File: src/rtl/vlst_ram.sv
`timescale 1ns / 1ps
// ----------------------------------------------------------------------------
// vlst_ram: generic simple dual-port RAM
// One write port, one read port, read data registered.
// ----------------------------------------------------------------------------
module vlst_ram #(
  parameter int WIDTH = 32,
  parameter int DEPTH = 16,
  parameter int AW    = (DEPTH > 1) ? $clog2(DEPTH) : 1
) (
  input  logic             clk_i,
  input  logic             we_i,
  input  logic [AW-1:0]    waddr_i,
  input  logic [WIDTH-1:0] wdata_i,
  input  logic [AW-1:0]    raddr_i,
  output logic [WIDTH-1:0] rdata_o
);

  logic [WIDTH-1:0] mem_q [DEPTH];
  logic [WIDTH-1:0] rdata_q;

  always_ff @(posedge clk_i) begin
    if (we_i) begin
      mem_q[waddr_i] <= wdata_i;
    end
    rdata_q <= mem_q[raddr_i];
  end

  assign rdata_o = rdata_q;

endmodule

File: config.mk
export PLATFORM = sky130hd
export DESIGN_NAME = vlst_ram
export DESIGN_NICKNAME = d
export VERILOG_FILES = /design/src/rtl/vlst_ram.sv
export SDC_FILE = /design/constraint.sdc
export NUM_CORES = 1
export LEC_CHECK = 0
export ABC_AREA = 1
export ABC_CLOCK_PERIOD_IN_PS = 3300
export BUFFER_PORTS_ARGS = -buffer_cell sky130_fd_sc_hd__buf_4
export CAP_MARGIN = 20
export CORE_ASPECT_RATIO = 2
export CORE_MARGIN = 3
export CORE_UTILIZATION = 30
export DETAILED_ROUTE_END_ITERATION = 16
export GPL_ROUTABILITY_DRIVEN = 0
export GPL_TIMING_DRIVEN = 0
export SYNTH_ARGS = -nofsm -noshare
export SYNTH_HDL_FRONTEND = slang
export SYNTH_SLANG_ARGS = --single-unit
export TNS_END_PERCENT = 1
File: constraint.sdc
create_clock -name clk_i -period 3.3 [get_ports clk_i]
set_input_delay 0 -clock clk_i [delete_from_list [all_inputs] [get_ports clk_i]]
set_output_delay 0 -clock clk_i [all_outputs]
set_load 0.03 [all_outputs]
Word-level counts from Yosys, hierarchy flattened

Memory sizes are Yosys's and may differ from the RTL's. A register that Yosys moved wholly into a read port is not among the register bits.
Cells that the tools add are included.
Widths: inputs -> output; s select.

Bits in registers: 0
RAM bits: 512
Bits of input ports: 42
Output and inout bits: 32
Logic and storage cells: 3
Memories: 1

Multiplexer cells: 2

Memories:

| memory | words | bits a word | read ports | clocked after Yosys merged registers in | write ports | line | text |
|---|---|---|---|---|---|---|---|
| mem_q  | 16    | 32          | 1          | 1                                       | 1           | 19   | `logic [WIDTH-1:0] mem_q [DEPTH];` |

Operator list:

| operator | count |
|---|---|
| $mux 1   | 2 |

Logic depth before layout (Yosys ltp)

Depth after elaboration: 2
Depth in mapped cells: 10
Gate-level depth less buffers: 7

Worst setup path after synthesis

OpenSTA, ideal clock, no wires.

Path type: in2reg
From: input waddr_i[2]
To: memory mem_q[10][0], enable pin
Setup time: 0.421 ns
Arrival: 1.572 ns
Required time: 2.879 ns
Path slack: 1.307 ns
Stages on the path: 2
Buffers on the path: 0
Cell sequence: nand3b_1 -> nor2_1

RTL lines:

| element         | line | text |
|---|---|---|
| start, declared | 13   | `input logic [AW-1:0] waddr_i,` |
| end, declared   | 19   |  |

Straight into the memory's write port.

Final worst setup path

From: input waddr_i[2]
To: memory mem_q[8][31], enable pin

Straight into the memory's write port.

==> impl_metrics.tcl <==
set metrics [dict create \
    antenna_found_initial 0 \
    relSlewSlack 0.388 \
    synth_most_common_cell "nand2_1" \
    drc_errors 0 \
    rows 142 \
    nets 2332 \
    track_usage 0.164 \
    async_flop_share 0 \
    p_comb_frac 0.081 \
    ys_seq_elements 544 \
    vias 15200 \
    hold_path.class "in -> reg" \
    reg2reg_slack_ps 2150 \
    cts_sinks 544 \
    worst_r2r_path_depth 6 \
    ys_seq_area_frac 0.705 \
    hpwlAfterDp_mm 44.8 \
    first_pass_iters 6 \
    synth_edf_count 512 \
    p_sw_frac 0.231 \
    p_sw_w 0.00343 \
    numCtsBuffers 46 \
    worstPathArrival_ps 1530 \
    die-area_sq_um 79300 \
    cts_max_path_buffers 3 \
    p_leak_nw 11.3 \
    io_pins 74 \
    synth_fp_nets 2162 \
    criticalPathCategory "in -> reg" \
    die_y_um 395 \
    hold_depth 5 \
    place_area_sq_um 25100 \
    cts_root_buffer "clkbuf_16" \
    initialDrtViolationCount 1198 \
    ant_nets 0 \
    final.setup_skew_ps 9.66 \
    wire_per_inst_um 19.8 \
    io_buffers 71 \
    wirelength_mm 66.0 \
    p_int_w 0.0114 \
    drive_above_1_share 0.111 \
    crit_path_max_fanout 17 \
    p_seq_frac 0.523 \
    synth.area.top_cells "edfxtp_1, nand2_1, nand3_1" \
    ys_top_cells_by_count "nand2_1, edfxtp_1, inv_1" \
    syn_to_final_growth_pct 18.9 \
    holdBufCountCts 32 \
    fillers 7348 \
    core_sq_um 75000 \
    finalSetupViolations 0 \
    cts_setup_buffers 0 \
    clock.fmax_mhz 791 \
    yosysTopAreaCellShare 0.676 \
    seqCellArea_sq_um 16000 \
    cts_resized 0 \
    grt_max_degree 23 \
    status "finished, final reports clean" \
    finalCriticalPeriod_ps 1260 \
    pwr_density_cell_nw_per_um2 549 \
    total_power_w 0.0148 \
    syn_avg_cell_area_sq_um 10.7 \
    worst_slew_pin_slew_ps 918 \
    clockPowerShare 0.396 \
    rsz0062_at_grt "false" \
    peakVddDrop_uv 351 \
    cts.clk_slew.worst_paths_ps 70 \
    final_core_util 0.360 \
    ys_types 15 \
    required_ps 3570 \
    r2r-end "rdata_o[5]" \
    min_period_over_period 0.383 \
    syn_inst 2120 \
    multi_input_area_sq_um 4670 \
    setup_tns_ps 0 \
    synth_ff_type "edfxtp_1" \
    crit_path_end_kind "flop" \
    min_to "rdata_o[1]" \
    via_per_inst 4.56 \
    grt_pass1_vias 15000 \
    insertion_delay_ps 580 \
    gr-total-overflow 0 \
    max-cap-violations 0 \
    finalInstanceArea_sq_um 27000 \
    hold_violations 0 \
    syn_area_sq_um 22700 \
    cts_tree "built" \
    reg2reg_from "mem_q[2][5]" \
    crit_path_start_kind "input port" \
    synth-warning-count 0 \
    cts_htree_levels 2 \
    grt_pass1_wl_mm 96.0 \
    yosysTopAreaCell "edfxtp_1" \
    drv_slew 0 \
    holdWs_ps 31.4 \
    start_util 0.303 \
    diodes 0 \
    die_w_um 201 \
    hold_start "raddr_i[2]" \
]
-- layer usage --
metal  part of all wire  routed length, um  track usage  up-vias
li1                   -                  -            -     7174
met1               0.35              23000        0.170     7277
met2               0.53              35300        0.309      550
met3              0.047               3120       0.0173      196
met4              0.069               4590        0.106        0
met5                  0                  0            0        -
-- how the worst max path moves through the flow --
stage | start | endpoint | slack [ps]
CTS | waddr_i[2] | mem_q[8][31] | 2060
detailed placement | waddr_i[2] | mem_q[8][31] | 1450
global placement | waddr_i[2] | mem_q[8][22] | -820
floorplan | waddr_i[2] | mem_q[10][0] | 1310
global route | waddr_i[2] | mem_q[8][2] | 1980
finish | waddr_i[2] | mem_q[8][31] | 2040
-- through the flow --
step / instances / worst slack [ps]
global placement: 3199 / -818
floorplan: 2120 / 1310
global route: 3335 / 1980
CTS: 3335 / 2060
finish: 3335 / 2040
detailed placement: 3218 / 1450
-- power groups by stage --
stage	combinational (W)	clock (W)	sequential (W)
finish	0.00120	0.00587	0.00776
global route	0.00130	0.00619	0.00777
CTS	0.00122	0.00594	0.00776
detailed placement	0.00118	0	0.00791
global placement	0.00113	0	0.00792
floorplan	0.000527	0	0.00800
-- critical path, stage by stage --
cell and delay [ps]:
buf_4 120, nand3b_1 400, nor2_4 710, buf_12 280
-- cell type report --
| type | count | area share |
|---|---|---|
| flip-flops and latches | 544 | 0.593 |
| multi-input cells | 1081 | 0.173 |
| inverters | 390 | 0.0543 |
| repair buffers | 122 | 0.0482 |
| well taps | 1008 | 0.0467 |
| clock buffers | 54 | 0.0456 |
| plain buffers | 105 | 0.0260 |
| clock inverters | 31 | 0.0139 |
-- kinds of logic (layout without fill, tap and decap cells) --
family / after synthesis / in the layout / synth area share
AND/OR/NAND/NOR: 1081 / 1081 / 0.200
flip-flops: 544 / 544 / 0.705
buffers and inverters: 495 / 702 / 0.0954
-- layout by cell type (no fill, tap or decap), types with 18 or more instances in the layout --
cell type and instances:
nand2_1 677, edfxtp_1 512, inv_1 388, nand3_1 385, buf_4 77, clkbuf_16 47, buf_2 41, dlygate4sd3_1 32
dfxtp_1 32, buf_6 29, clkbuf_1 18
-- state kept, by name, summed over array words and instances (netlist names) --
name / flops
rdata_o: 32
mem_q: 512
No activity file was read; power rests on OpenSTA's default activity.
