### config.mk
export PLATFORM = sky130hd
export DESIGN_NAME = vlst_div
export DESIGN_NICKNAME = d
export VERILOG_FILES = /design/src/rtl/vlst_pkg.sv /design/src/rtl/vlst_div.sv
export SDC_FILE = /design/constraint.sdc
export NUM_CORES = 1
export LEC_CHECK = 0
export ABC_AREA = 0
export BUFFER_PORTS_ARGS = -buffer_cell sky130_fd_sc_hd__clkbuf_2
export CORE_MARGIN = 2
export CORE_UTILIZATION = 28
export DETAILED_ROUTE_END_ITERATION = 8
export PLACE_DENSITY = 0.55
export SLEW_MARGIN = 10
export SYNTH_ARGS = -nofsm -noshare
export SYNTH_HDL_FRONTEND = slang
export SYNTH_SLANG_ARGS = --single-unit
### constraint.sdc
create_clock -name clk_i -period 3.8 [get_ports clk_i]
set_input_delay 0.38 -clock clk_i [delete_from_list [all_inputs] [get_ports clk_i]]
set_output_delay 0.38 -clock clk_i [all_outputs]
set_load 0.02 [all_outputs]
### src/rtl/vlst_pkg.sv
`timescale 1ns / 1ps
// ----------------------------------------------------------------------------
// vlst_pkg: shared types and constants of the segment timing unit
// Field layout of the stream words, command and result codes, fixed-point
// constants and the divider request/response structs.
// ----------------------------------------------------------------------------
package vlst_pkg;

  // sizing defaults
  localparam int JOINTS_DEF        = 14;
  localparam int MAX_WAYPOINTS_DEF = 256;

  // input stream layout
  localparam int JOINT_W     = 4;
  localparam int VALUE_W     = 32;
  localparam int RIDX_W      = 8;
  localparam int JOINT_LSB   = 0;
  localparam int VALUE_LSB   = JOINT_LSB + JOINT_W;
  localparam int RIDX_LSB    = VALUE_LSB + VALUE_W;
  localparam int IN_TDATA_W  = 48;
  localparam int MODE_W      = 2;
  localparam int LASTW_BIT   = MODE_W;
  localparam int IN_TUSER_W  = MODE_W + 1;

  // output stream layout
  localparam int WP_W        = 8;
  localparam int TIME_W      = 32;
  localparam int STATUS_W    = 2;
  localparam int KIND_W      = 2;
  localparam int OUT_TDATA_W = 48;
  localparam int OUT_USED_W  = WP_W + TIME_W + STATUS_W + 1;

  // configuration port
  localparam int CFG_IDX_W  = 1;
  localparam int SCALE_W    = 17;
  localparam int VMAX_W     = 31;
  localparam int CFG_DATA_W = 31;
  localparam logic [SCALE_W-1:0] SCALE_RESET = 17'd65536;
  localparam logic [VMAX_W-1:0]  VMAX_RESET  = 31'd65536;

  localparam logic [CFG_IDX_W-1:0] REG_SPEED_SCALE = 1'd0;
  localparam logic [CFG_IDX_W-1:0] REG_MAX_VEL     = 1'd1;

  // command and result codes
  localparam logic [MODE_W-1:0] MODE_LIMIT  = 2'd0;
  localparam logic [MODE_W-1:0] MODE_SAMPLE = 2'd1;
  localparam logic [MODE_W-1:0] MODE_READ   = 2'd2;

  localparam logic [KIND_W-1:0] KIND_WAYPOINT = 2'd0;
  localparam logic [KIND_W-1:0] KIND_SUMMARY  = 2'd1;
  localparam logic [KIND_W-1:0] KIND_READBACK = 2'd2;

  localparam logic [STATUS_W-1:0] STATUS_OK       = 2'd0;
  localparam logic [STATUS_W-1:0] STATUS_TOO_LONG = 2'd1;
  localparam logic [STATUS_W-1:0] STATUS_TOO_FEW  = 2'd2;

  // timing constants (microseconds and Q16.16)
  localparam logic [TIME_W-1:0] MIN_SEGMENT_US = 32'd2000;
  localparam logic [TIME_W-1:0] MIN_SPEED_Q16  = 32'd655;
  localparam logic [TIME_W-1:0] LIMIT_US       = 32'd60000000;
  localparam logic [TIME_W-1:0] STRETCH_US     = 32'd100000;

  localparam int US_MUL_W      = 20;
  localparam int STRETCH_MUL_W = 17;
  localparam logic [US_MUL_W-1:0]      US_PER_S    = 20'd1000000;
  localparam logic [STRETCH_MUL_W-1:0] STRETCH_MUL = 17'd100000;

  localparam int PROD_W = VMAX_W + SCALE_W;

  // divider geometry
  localparam int DIV_Q_W    = 32;
  localparam int DIV_NUM_W  = VALUE_W + US_MUL_W;
  localparam int SAT_HI_W   = DIV_NUM_W - DIV_Q_W;
  localparam int RB_NUM_W   = TIME_W + STRETCH_MUL_W;
  localparam int RB_PAD_W   = DIV_NUM_W - RB_NUM_W;
  localparam int DIV_CNT_W  = $clog2(RB_NUM_W + 1);

  typedef struct packed {
    logic                 start;
    logic                 sat_mode;  // quotient saturates instead of wrapping
    logic [DIV_NUM_W-1:0] num;
    logic [DIV_Q_W-1:0]   den;
  } div_req_t;

  typedef struct packed {
    logic               busy;
    logic               done;
    logic [DIV_Q_W-1:0] quo;
  } div_rsp_t;

endpackage

### src/rtl/vlst_div.sv
`timescale 1ns / 1ps
// ----------------------------------------------------------------------------
// vlst_div: radix-2 restoring divider
// Saturating mode: quotient limited to 32 bits, 32 steps. Wrapping mode:
// 49-bit numerator, 49 steps, low 32 quotient bits returned.
// ----------------------------------------------------------------------------
module vlst_div (
  input  logic               clk_i,
  input  logic               rst_ni,
  input  vlst_pkg::div_req_t req_i,
  output vlst_pkg::div_rsp_t rsp_o
);

  logic                               busy_q;
  logic                               done_q;
  logic                               sat_q;
  logic [vlst_pkg::DIV_CNT_W-1:0]     cnt_q;
  logic [vlst_pkg::DIV_Q_W-1:0]       rem_q;
  logic [vlst_pkg::DIV_Q_W-1:0]       rem_d;
  logic [vlst_pkg::DIV_NUM_W-1:0]     sh_q;
  logic [vlst_pkg::DIV_Q_W-1:0]       den_q;
  logic [vlst_pkg::DIV_Q_W:0]         trial;
  logic [vlst_pkg::DIV_Q_W:0]         diff;
  logic                               ge;
  logic [vlst_pkg::DIV_Q_W-1:0]       num_hi;

  assign num_hi = vlst_pkg::DIV_Q_W'(req_i.num[vlst_pkg::DIV_NUM_W-1:vlst_pkg::DIV_Q_W]);

  // one quotient bit per step
  assign trial = {rem_q, sh_q[vlst_pkg::DIV_NUM_W-1]};
  assign diff  = trial - {1'b0, den_q};
  assign ge    = (trial >= {1'b0, den_q});
  assign rem_d = ge ? diff[vlst_pkg::DIV_Q_W-1:0] : trial[vlst_pkg::DIV_Q_W-1:0];

  always_ff @(posedge clk_i or negedge rst_ni) begin
    if (!rst_ni) begin
      busy_q <= 1'b0;
      done_q <= 1'b0;
      cnt_q  <= '0;
    end else if (req_i.start) begin
      busy_q <= 1'b1;
      done_q <= 1'b0;
      cnt_q  <= req_i.sat_mode ? vlst_pkg::DIV_CNT_W'(vlst_pkg::DIV_Q_W)
                               : vlst_pkg::DIV_CNT_W'(vlst_pkg::RB_NUM_W);
    end else if (busy_q) begin
      cnt_q <= cnt_q - 1'b1;
      if (cnt_q == vlst_pkg::DIV_CNT_W'(1)) begin
        busy_q <= 1'b0;
        done_q <= 1'b1;
      end
    end else begin
      done_q <= 1'b0;
    end
  end

  always_ff @(posedge clk_i) begin
    if (req_i.start) begin
      den_q <= req_i.den;
      if (req_i.sat_mode) begin
        // upper numerator part at or above the divisor means a quotient past 32 bits
        sat_q <= (num_hi >= req_i.den);
        rem_q <= num_hi;
        sh_q  <= {req_i.num[vlst_pkg::DIV_Q_W-1:0], {vlst_pkg::SAT_HI_W{1'b0}}};
      end else begin
        sat_q <= 1'b0;
        rem_q <= '0;
        sh_q  <= {req_i.num[vlst_pkg::RB_NUM_W-1:0], {vlst_pkg::RB_PAD_W{1'b0}}};
      end
    end else if (busy_q) begin
      rem_q <= rem_d;
      sh_q  <= {sh_q[vlst_pkg::DIV_NUM_W-2:0], ge};
    end
  end

  assign rsp_o.busy = busy_q;
  assign rsp_o.done = done_q;
  assign rsp_o.quo  = sat_q ? '1 : sh_q[vlst_pkg::DIV_Q_W-1:0];

endmodule
Word level (Yosys, flattened, before mapping)
Index checks and enable logic that the tools add are counted.

operators by class
  reductions and logical operators = 1
  eq/ne operators = 2
  $add $sub $neg = 2
  magnitude comparators = 2
  multiplexer cells = 17

operator list
  cell                                                    number
  two-way mux 52 bit                                      3
  two-way mux 32 bit                                      4
  greater-or-equal comparator 33 x 32 -> 1 bit            1
  greater-or-equal comparator 20 x 32 -> 1 bit            1
  subtractor 32 bit                                       1
  two-way mux 20 bit                                      1
  two-way mux 6 bit                                       2
  == test 6 x 1 -> 1 bit (second input constant)          1
  two-way mux 1 bit                                       6
  subtractor 6 x 1 -> 6 bit (second input constant)       1
  two-way mux 5 bit                                       1
  inequality test 3 x 2 -> 1 bit (second input constant)  1
  nonzero test 2 bit                                      1

word-level totals
  logic and storage cells = 31
  bits of input ports = 88
  bits in registers = 125
  output and inout bits = 34

Depth between registers and ports, before layout
  depth after elaboration = 4
  depth in mapped cells = 13
  gate-level depth less buffers = 11

Least setup slack after synthesis
Ideal clock, no wire load.

  path kind = register -> register
  from = register rem_q[6] in the netlist's numbering
  to = register rem_q[9] in the netlist's numbering, data pin
  cell stages (with the launch flop) = 11
  buffers on the path = 1
  data required time = 3.545 ns
  setup time = 0.255 ns
  path slack = 0.940 ns
  clock period less this slack = 2.860 ns
  arrival = 2.605 ns
  cell sequence = edfxtp_1 ha_1 buf_2 nand4_1 or3_1 a21o_1 a31oi_4 a311oi_2 or2_4 or4_1 and3_1

between the ends
  longest elaborated chain between the ends = 4
  elaborated cells on any way between the ends = 5
  classes of those cells = 1 x add/sub; 1 x order compare; 3 x mux

ends and longest elaborated chain
  item                                                                                      RTL line                        RTL
  from (decl)                                                                               vlst_div.sv:18                  logic [vlst_pkg::DIV_Q_W-1:0] rem_q;
  from (signal assigned)                                                                    vlst_div.sv:62                  rem_q <= num_hi;
  from (signal assigned)                                                                    vlst_div.sv:70                  rem_q <= rem_d;
  subtractor 32 bit / greater-or-equal comparator 33 x 32 -> 1 bit (equally long branches)  vlst_div.sv:31, vlst_div.sv:32
  two-way mux 32 bit *                                                                      vlst_div.sv:33                  assign rem_d = ge ? diff[vlst_pkg::DIV_Q_W-1:0] : trial[vlst_pkg::DIV_Q_W-1:0];
  two-way mux 32 bit *                                                                      vlst_div.sv:69                  end else if (busy_q) begin
  two-way mux 32 bit *                                                                      vlst_div.sv:57                  if (req_i.start) begin

Mark *: on every way between the ends. The rest lies on a longest branch, timed or not. The select of a mux whose other input is x is not followed.
A chain may end at the register's enable or synchronous reset.

Final worst setup path
  from = register rem_q[6] in the netlist's numbering
  to = register rem_q[15] in the netlist's numbering, data pin

The elaborated chain is that of the path after synthesis.

==> results.ini <==
[sta]
skew_ns=0.008995
setup_violations=0
timing.hold.ws_ns=0.1413
layout_worst_path_cycle_share_pct=87.57
tns_ns=0
fmax_mhz=300.5
period_minus_slack_ns=3.328
slew_violations=0
rsz0062_at_grt=no
tightest_slew_ns=0.7933
relSlewSlack_pct=47.11
hold_viol_final=0

[finish]
fin_nets=1032
drive_gt1_share_pct=22.20
area_growth_pct=20.31
stdcell_area_um2=9538
antenna_cells=0
nFillCells=2841

[yosys]
synth_adder_area_share_pct=8.775
netlist_instances=775
synth.cell_area_um2=7928
synth_flop_cell=edfxtp_1
synth-edff-count=117
yosysUniqueCellTypes=61
ys_seq_area_share_pct=46.84
synth.area.top_cells=edfxtp_1 44%, ha_1 8.5%, mux2i_1 5.6%
yosys_register_bits=125
synth_compound_area_share_pct=18.07
synth_top_family_by_area=compound AO/OA/AOI/OAI gates
yosysWarnings=0
syn-mean-instance-area_um2=10.23
synth_nets=918
synth_common_cells=117 x edfxtp_1, 74 x a21oi_1, 63 x nor2_1
synthSimpleGateAreaFrac_pct=12.85
yosys.area.top_type=edfxtp_1
synth-xor-area-share_pct=2.983
synth_mux_area_share_pct=5.556
ys_async_sr_fraction_pct=6.400
yosysMostFrequentCell=edfxtp_1
netlist.area_leader.share_pct=44.32

[global_route]
grt_pass1_wl_mm=34.16
grtUsageMet3_pct=3.182
grt_max_degree=68
met2_usage_pct=24.79
busiest_layer=met2
overflow=0
antenna_found_initial=0
grt_pass1_vias=5954
grt_use_met1_pct=20.56
grtUsageTotal_pct=15.36

[drt]
via_count=6243
drtIter0Drc=364
viasPerCell=4.881
ant_nets=0
drc_errors=0
wl_mm=22.25
dr.pass1.iters=5
post_drt_wl_per_cell_um=17.39

[run]
maxCapViolCount=0

[die]
core_um2=27860
initial_core_util_pct=28.46
rows=61
ios=122
die_area_um2=29680
fp.dieW_um=172.3
dieHeight_um=172.3

[placed_design]
dp_hpwl_mm=16.59
io_buffer_count=121
gp_congestion=0.8734
placed_area_um2=8956

[critical_path]
crit_path_start_kind=flop
path_class=reg -> reg
crit_arrival_ns=3.47
critPathMaxFanout=23
required_ns=3.94
cp-end-kind=flop
slowest_delay_ns=0.53
cp_slowest_cell=nor2_2
crit_path_cell_trace=ha_1 > nand4_1 > or3_1 > a21o_1 > a31oi_4 > a311oi_2 > nor2_2 > buf_12 > mux2i_1 > o21ai_0

[clocking]
clockRootBuffer=clkbuf_16
cts_tree=done
cts_buffer_depth=2
clock_latency_ns=0.43
htreeDepth=4
post_cts_resize_count=0
path_clk_slew_ns=0.06
cts_sinks=125
post_cts_buffers=0
cts_made_buffers=17

[worst_hold_path]
worstHoldPathType=in -> reg

[pwr]
ir_worst_vdd_uv=295.8
p_leak_nw=4.225
p_total_mw=4.220
p_per_area_nw_per_um2=442.4

[outcome]
outcome=finished clean

==> worst max-delay path: cells and delay by family, from the launching register on <==
kind | cells | cell delay (ns)
adder cells (fa/ha/maj) | 1 | 0.42
multiplexers | 1 | 0.20
AND/OR/NAND/NOR | 3 | 1.04
AO/OA/AOI/OAI | 4 | 0.72
flip-flops | 1 | 0.39
buffers and inverters | 1 | 0.26
==> registers in the layout (all words and copies together) (netlist names) <==
signal / count
sh_q: 52
den_q: 32
rem_q: 32
cnt_q: 6
busy_q: 1
done_q: 1
sat_q: 1
==> stage by stage <==
stage	util (%)	std cells	setup WS (ns)
6_report	34.24	1279	0.4722
3_5_place_dp	32.15	1247	0.4893
4_1_cts	34.24	1279	0.4698
2_1_floorplan	-	775	0.9398
3_3_place_gp	32.15	1247	0.5612
5_1_grt	34.24	1279	0.2368
==> path summary, 6_finish.rpt <==
check / start / end / slack [ns] / cells after the start
worst max-delay path: rem_q[6] / rem_q[15] / 0.47 / 10
worst min-delay path: req_i[1] / den_q[1] / 0.14 / 1
worst max register to register: rem_q[6] / rem_q[15] / 0.47 / 10
worst min register to register: sh_q[1] / sh_q[2] / 0.57 / 1
max in group asynchronous: rst_ni / cnt_q[1] / 3.26 / 2
min in group asynchronous: rst_ni / done_q / 0.36 / 2
==> per-layer routing <==
metal,share of wire (%),wire length (um)
met2,48,10700
met3,4.1,909
met5,0,0
met4,2.1,464
met1,46,10170
==> cells by family (layout without fill, tap and decap cells) <==
family,count (synthesis),in the layout
adder cells (fa/ha/maj),55,55
flip-flops,125,125
buffers and inverters,98,224
AND/OR/NAND/NOR,208,208
multiplexers,44,44
XOR/XNOR,27,27
AO/OA/AOI/OAI,218,218
==> cell type report <==
cell class,count,area [um^2],area share (%)
Sequential cell,125,3714,38.93
Clock buffer,18,429.2,4.500
Clock inverter,13,142.6,1.495
Multi-Input combinational cell,552,3829,40.14
Inverter,60,225.2,2.361
Timing Repair Buffer,133,725.7,7.609
Tap cell,378,473.0,4.959
==> where the power goes <==
group | switching [mW] | total (mW) | internal [mW]
Sequential | 0.0691 | 1.72 | 1.65
Clock | 0.658 | 1.62 | 0.965
Combinational | 0.509 | 0.874 | 0.364
Total | 1.24 | 4.22 | 2.98
==> timing repair <==
action | CTS | global route
setup endpoints to repair | 0 | 0
hold buffers | 1 | 0
hold endpoints to repair | 8 | 0
==> placed cells by master (no fill, tap or decap), types with 4 or more instances in the layout <==
| cell | instances |
|---|---|
| a211oi_1 | 11 |
| a21o_1 | 22 |
| a21oi_1 | 74 |
| a22o_1 | 19 |
| a31oi_1 | 6 |
| and2_1 | 5 |
| and3_1 | 6 |
| buf_4 | 10 |
| clkbuf_16 | 17 |
| clkbuf_2 | 120 |
| clkinvlp_4 | 4 |
| dfrtp_1 | 8 |
| edfxtp_1 | 117 |
| ha_1 | 54 |
| inv_1 | 59 |
| mux2i_1 | 44 |
| nand2_1 | 47 |
| nand2b_1 | 4 |
| nand3_1 | 10 |
| nand4_1 | 9 |
| nor2_1 | 62 |
| nor2b_1 | 7 |
| nor3_1 | 8 |
| o21a_1 | 6 |
| o21ai_0 | 43 |
| o21bai_1 | 5 |
| o31ai_1 | 4 |
| or2_2 | 32 |
| or3_1 | 5 |
| xnor2_1 | 20 |
| xor2_1 | 7 |
Power figures use the tool's default switching activity.
